<file path="src/rtl/cdet_pkg.sv">
// ----------------------------------------------------------------------------
// cdet_pkg
// Shared types and codes for the coalescing delay event table.
// ----------------------------------------------------------------------------
package cdet_pkg;

    localparam logic [1:0] REQ_INSERT = 2'd0;
    localparam logic [1:0] REQ_TICK   = 2'd1;
    localparam logic [1:0] REQ_CLEAR  = 2'd2;

    localparam logic [2:0] KIND_APPENDED = 3'd0;
    localparam logic [2:0] KIND_MERGED   = 3'd1;
    localparam logic [2:0] KIND_DROPPED  = 3'd2;
    localparam logic [2:0] KIND_EXPIRED  = 3'd3;
    localparam logic [2:0] KIND_IDLE     = 3'd4;
    localparam logic [2:0] KIND_CLEARED  = 3'd5;

    // One table entry as stored in memory
    typedef struct packed {
        logic [31:0] x;
        logic [31:0] y;
        logic [31:0] z;
        logic [15:0] rem;
        logic [15:0] flags;
    } entry_t;

endpackage

</file>
<file path="src/rtl/cdet_mem.sv">
// ----------------------------------------------------------------------------
// cdet_mem
// Entry memory: one write port, one read port, registered read data.
// ----------------------------------------------------------------------------
module cdet_mem #(
    parameter int DEPTH = 32,
    parameter int AW    = 5
) (
    input  logic             clk,
    input  logic             we,
    input  logic [AW-1:0]    waddr,
    input  cdet_pkg::entry_t wdata,
    input  logic [AW-1:0]    raddr,
    output cdet_pkg::entry_t rdata
);

    cdet_pkg::entry_t mem [DEPTH];

    // Write port
    always_ff @(posedge clk)
    begin
        if (we)
        begin
            mem[waddr] <= wdata;
        end
    end

    // Registered read port
    always_ff @(posedge clk)
    begin
        rdata <= mem[raddr];
    end

endmodule

</file>
<file path="config.mk">
export PLATFORM = sky130hd
export DESIGN_NAME = cdet_mem
export DESIGN_NICKNAME = d
export VERILOG_FILES = /design/src/rtl/cdet_pkg.sv /design/src/rtl/cdet_mem.sv
export SDC_FILE = /design/constraint.sdc
export NUM_CORES = 2
export LEC_CHECK = 0
export BUFFER_PORTS_ARGS = -buffer_cell sky130_fd_sc_hd__buf_2
export CORE_ASPECT_RATIO = 0.8
export CORE_MARGIN = 2
export CORE_UTILIZATION = 65
export CTS_BUF_LIST = sky130_fd_sc_hd__clkbuf_4 sky130_fd_sc_hd__clkbuf_8 sky130_fd_sc_hd__clkbuf_16
export CTS_CLUSTER_DIAMETER = 100
export DETAILED_ROUTE_END_ITERATION = 8
export PLACE_DENSITY = 0.84
export SLEW_MARGIN = 20
export SYNTH_ARGS = -nofsm -noshare
export SYNTH_HDL_FRONTEND = slang
export SYNTH_SLANG_ARGS = --single-unit
export TNS_END_PERCENT = 10
</file>
<file path="constraint.sdc">
create_clock -name clk -period 16.7 [get_ports clk]
set_input_delay 2.505 -clock clk [delete_from_list [all_inputs] [get_ports clk]]
set_output_delay 2.505 -clock clk [all_outputs]
set_load 0.05 [all_outputs]
</file>
# After elaboration in Yosys (flattened, before gate mapping)
# Memories as Yosys holds them, arrays and structs flattened. A register that Yosys moved wholly into a read port is not among the register bits.
# Cells that the tools add are included.
[word_totals] reg_bits=0 mem_bits_rw=4096 in_bits=140 out_inout_bits=128 elab_cells=3 n_memories=1
[classes] n_mux=2
[mem_list] name="mem" depth=32 word_bits=128 read_ports=1 rd_ports_with_merged_regs=1 wr=1 line_no="cdet_mem.sv:17" source="cdet_pkg::entry_t mem [DEPTH];"
[op_table] cell="1-bit two-way mux" count=2

# Logic depth before layout (Yosys ltp)
[logic_depth] word_depth=2 mapped_depth=9 ltp_nobuf=4

# Worst setup path before layout
# OpenSTA, ideal clock, no wires.
[synth_timing] path_type="input to register" start="input port waddr[1]" end="memory mem[12][0] (netlist bit), enable pin" setup_ns=0.617 arrival_time_ns=8.486 required_time_ns=16.083 setup_slack_ns=7.597 path_stages=3 path_buffers=1 path_cell_list="or3b_2 clkbuf_1 nor2_1"
[synth_rtl] item="start: declaration" line_no="cdet_mem.sv:11" source="input logic [AW-1:0] waddr,"
[synth_rtl] item="end: declaration" line_no="cdet_mem.sv:17"
# No word-level cell before the write port.

==> metrics.log <==
INFO  metric grt_setup_unrepaired = no
INFO  metric routed_wirelength = 467000 um
INFO  metric portBuffers = 267
INFO  metric grt_use_met2 = 61.7%
INFO  metric final.setup_skew = 0.0512 ns
INFO  metric status = finished clean
INFO  metric syn2layout_area_growth = 11.7%
INFO  metric dpl.hpwl = 190000 um
INFO  metric synth_top_cells_by_area = sky130_fd_sc_hd__edfxtp_1, sky130_fd_sc_hd__mux4_2, sky130_fd_sc_hd__o22ai_1, sky130_fd_sc_hd__dfxtp_1, sky130_fd_sc_hd__mux2i_1
INFO  metric clock.fmax = 0.153 GHz
INFO  metric routed_wire_length_per_instance = 44.9 um
INFO  metric synth_largest_type_area_fraction = 79.2%
INFO  metric via_count = 80528
INFO  metric ctsHoldBuffers = 0
INFO  metric worst_ir_drop_vdd = 0.127 mV
INFO  metric leakage_power = 54.3 nW
INFO  metric cp.arrival = 7.25 ns
INFO  metric ratio_of_total_power_to_cell_area = 128 nW/um2
INFO  metric fp.dieW = 550 um
INFO  metric cts_setup_buffers = 0
INFO  metric yosysUniqueCellTypes = 28
INFO  metric clock_transition_at_the_registers_of_the_reported_paths = 0.06 ns
INFO  metric grt_pass1_vias = 82652
INFO  metric io_pins = 268
INFO  metric dieArea = 243000 um2
INFO  metric final_net_count = 7017
INFO  metric postSynthRegisterBits = 4224
INFO  metric gr-usage-met1 = 48.7%
INFO  metric detailed_place.area = 160000 um2
INFO  metric numClockSinks = 4224
INFO  metric worst_setup_path_end_kind = register
INFO  metric drt_pass1_iterations = 6
INFO  metric syn-instance-count = 6440
INFO  metric die_h = 441 um
INFO  metric finish.instance_area = 173000 um2
INFO  metric floorplan.initialDensity = 65.3%
INFO  metric synthDominantAreaCellType = sky130_fd_sc_hd__edfxtp_1
INFO  metric synth.yosys.warnings = 0
INFO  metric cts.htree.levels = 5
INFO  metric critical_path.reg2reg.startpoint = mem[19][92]
INFO  metric synth_fp_nets = 6580
INFO  metric worst_skew_pair.late_latency = 0.95 ns
INFO  metric yosys.cell_count.top_type = sky130_fd_sc_hd__edfxtp_1
INFO  metric fin_util = 73.0%
INFO  metric maxSlewViolCount = 0
INFO  metric synth_top_cells_by_count = sky130_fd_sc_hd__edfxtp_1, sky130_fd_sc_hd__mux4_2, sky130_fd_sc_hd__o22ai_1
INFO  metric required = 17.43 ns
INFO  metric drv.max_cap_violation_count = 0
INFO  metric timing_worst_setup_path_type = in2reg
INFO  metric grtUsageTotal = 39.0%
INFO  metric worst_setup_path_startpoint = raddr[2]
INFO  metric setup_viol = 0
INFO  metric holdCritStartpoint = mem[22][91]
INFO  metric final.min_clock_period = 6.53 ns
INFO  metric hold_ws = 0.714 ns
INFO  metric grt.met3_usage = 9.62%
INFO  metric drive_gt1_share = 28.5%
INFO  metric grt_first_pass_wirelength = 645000 um
INFO  metric clock_tree.root_cell = sky130_fd_sc_hd__clkbuf_16
INFO  metric grt_max_degree = 137
INFO  metric worstPathMaxFanout = 73
INFO  metric post_cts.resized_instances = 0
INFO  metric clk_path_buf_depth = 4
INFO  metric core_area = 238000 um2
INFO  metric globalRouteOverflowTotal = 0
INFO  metric timing.max_slew.rel_slack = 13.0%
INFO  metric max_slew.worst_pin.slew = 1.29 ns
INFO  metric avgSynthCellArea = 24.1 um2
INFO  metric detail_route.vias_per_cell = 7.74
INFO  metric start_kind = input pin
INFO  metric setup_total_negative_slack = 0 ns
INFO  metric asyncSetResetFlopFracSynth = 0%
INFO  metric placement_rows = 160
INFO  metric timing.final.crit_share = 39.1%
INFO  metric fraction_of_the_yosys_area_taken_by_sequential_cells = 80.9%
INFO  metric globalplace.congestion = 0.758
INFO  metric post_synth_instance_area = 155000 um2
INFO  metric synth_flop_cell = sky130_fd_sc_hd__edfxtp_1
INFO  metric grt_antenna_before_repair = 66
INFO  metric cts_made_buffers = 377
INFO  metric min_path_type = reg2reg
INFO  metric tritoncts = built
INFO  metric global_route.peak_usage_layer = met2
INFO  metric route.antenna.remaining_nets = 0
INFO  metric final-hold-violation-count = 0
INFO  metric initialDrtViolationCount = 15652
INFO  metric remaining_drc_errors = 0
INFO  metric synth_enable_flop_cells = 4096
## metal layers
metal	wire length, um	part of all wire [%]	vias up
li1	-	-	28896
met2	227000	49	8463
met4	35000	7.5	18
met3	65200	14	1967
met5	119	0.025	-
met1	140000	30	41184
## worst max-delay path, cell delays in order
cell,delay (ns)
sky130_fd_sc_hd__buf_8,0.47
sky130_fd_sc_hd__buf_4,0.73
sky130_fd_sc_hd__buf_4,0.96
sky130_fd_sc_hd__buf_4,1.00
sky130_fd_sc_hd__mux4_2,0.45
sky130_fd_sc_hd__o22ai_1,0.10
sky130_fd_sc_hd__nor4_1,0.79
## cells by family (layout without fill, tap and decap cells)
kind of cell / Yosys count / in the layout / synth area share [%]
AOI/OAI and AO/OA: 546 / 546 / 2.28
buffers and inverters: 352 / 1101 / 1.26
DFF: 4224 / 4224 / 80.9
muxes: 1092 / 1092 / 14.7
other: 0 / 52 / 0
and+or+nand+nor: 226 / 226 / 0.832
## final cells by class
| cell class | count | area (um2) |
|---|---|---|
| flip-flops and latches | 4224 | 126000 |
| fillers | 11738 | 64200 |
| multi-input cells | 1864 | 28000 |
| clock buffers | 492 | 10600 |
| well taps | 3159 | 3950 |
| repair buffers | 410 | 2950 |
| clock inverters | 199 | 2150 |
| diodes | 52 | 130 |
## flip-flops by register name, indices dropped and copies added (netlist names)
name / flops
mem: 4096
rdata: 128
## path summary, 6_finish.rpt
| check | to | slack [ns] | cells past startpoint |
|---|---|---|---|
| max | rdata[68] | 10.17 | 7 |
| min | rdata[91] | 0.71 | 3 |
| max reg2reg | rdata[92] | 14.57 | 3 |
| min reg2reg | rdata[91] | 0.71 | 3 |
## metrics by stage
step	power (mW)	std cells	worst slack, ns
2_1_floorplan	12.7	6440	7.60
3_3_place_gp	13.1	9649	9.57
3_5_place_dp	13.1	9652	9.50
4_1_cts	22.1	10343	10.35
5_1_grt	22.5	10383	10.05
6_report	22.2	10400	10.17
## placed cells by master (no fill, tap or decap), drive strengths merged
master       n
edfxtp    4096
mux4       956
clkbuf     492
o22ai      444
buf        410
mux2i      136
dfxtp      128
clkinv     128
nor4       111
a22oi      102
diode       52
bufinv      41
nand3       37
nor2        36
clkinvlp    19
nand4       17
inv         11
nand3b       6
or3b         4
nand2        4
nor2b        3
or3          2
nand2b       1
or2          1
nor3b        1
and3         1
and2         1
and3b        1
## power by group
part / switching (mW) / total [mW] / internal [mW]
clock network: 4.03 / 9.18 / 5.15
logic: 0.756 / 1.11 / 0.352
registers: 0.0909 / 11.9 / 11.8
Note: power is estimated with default switching activity, not from simulation.
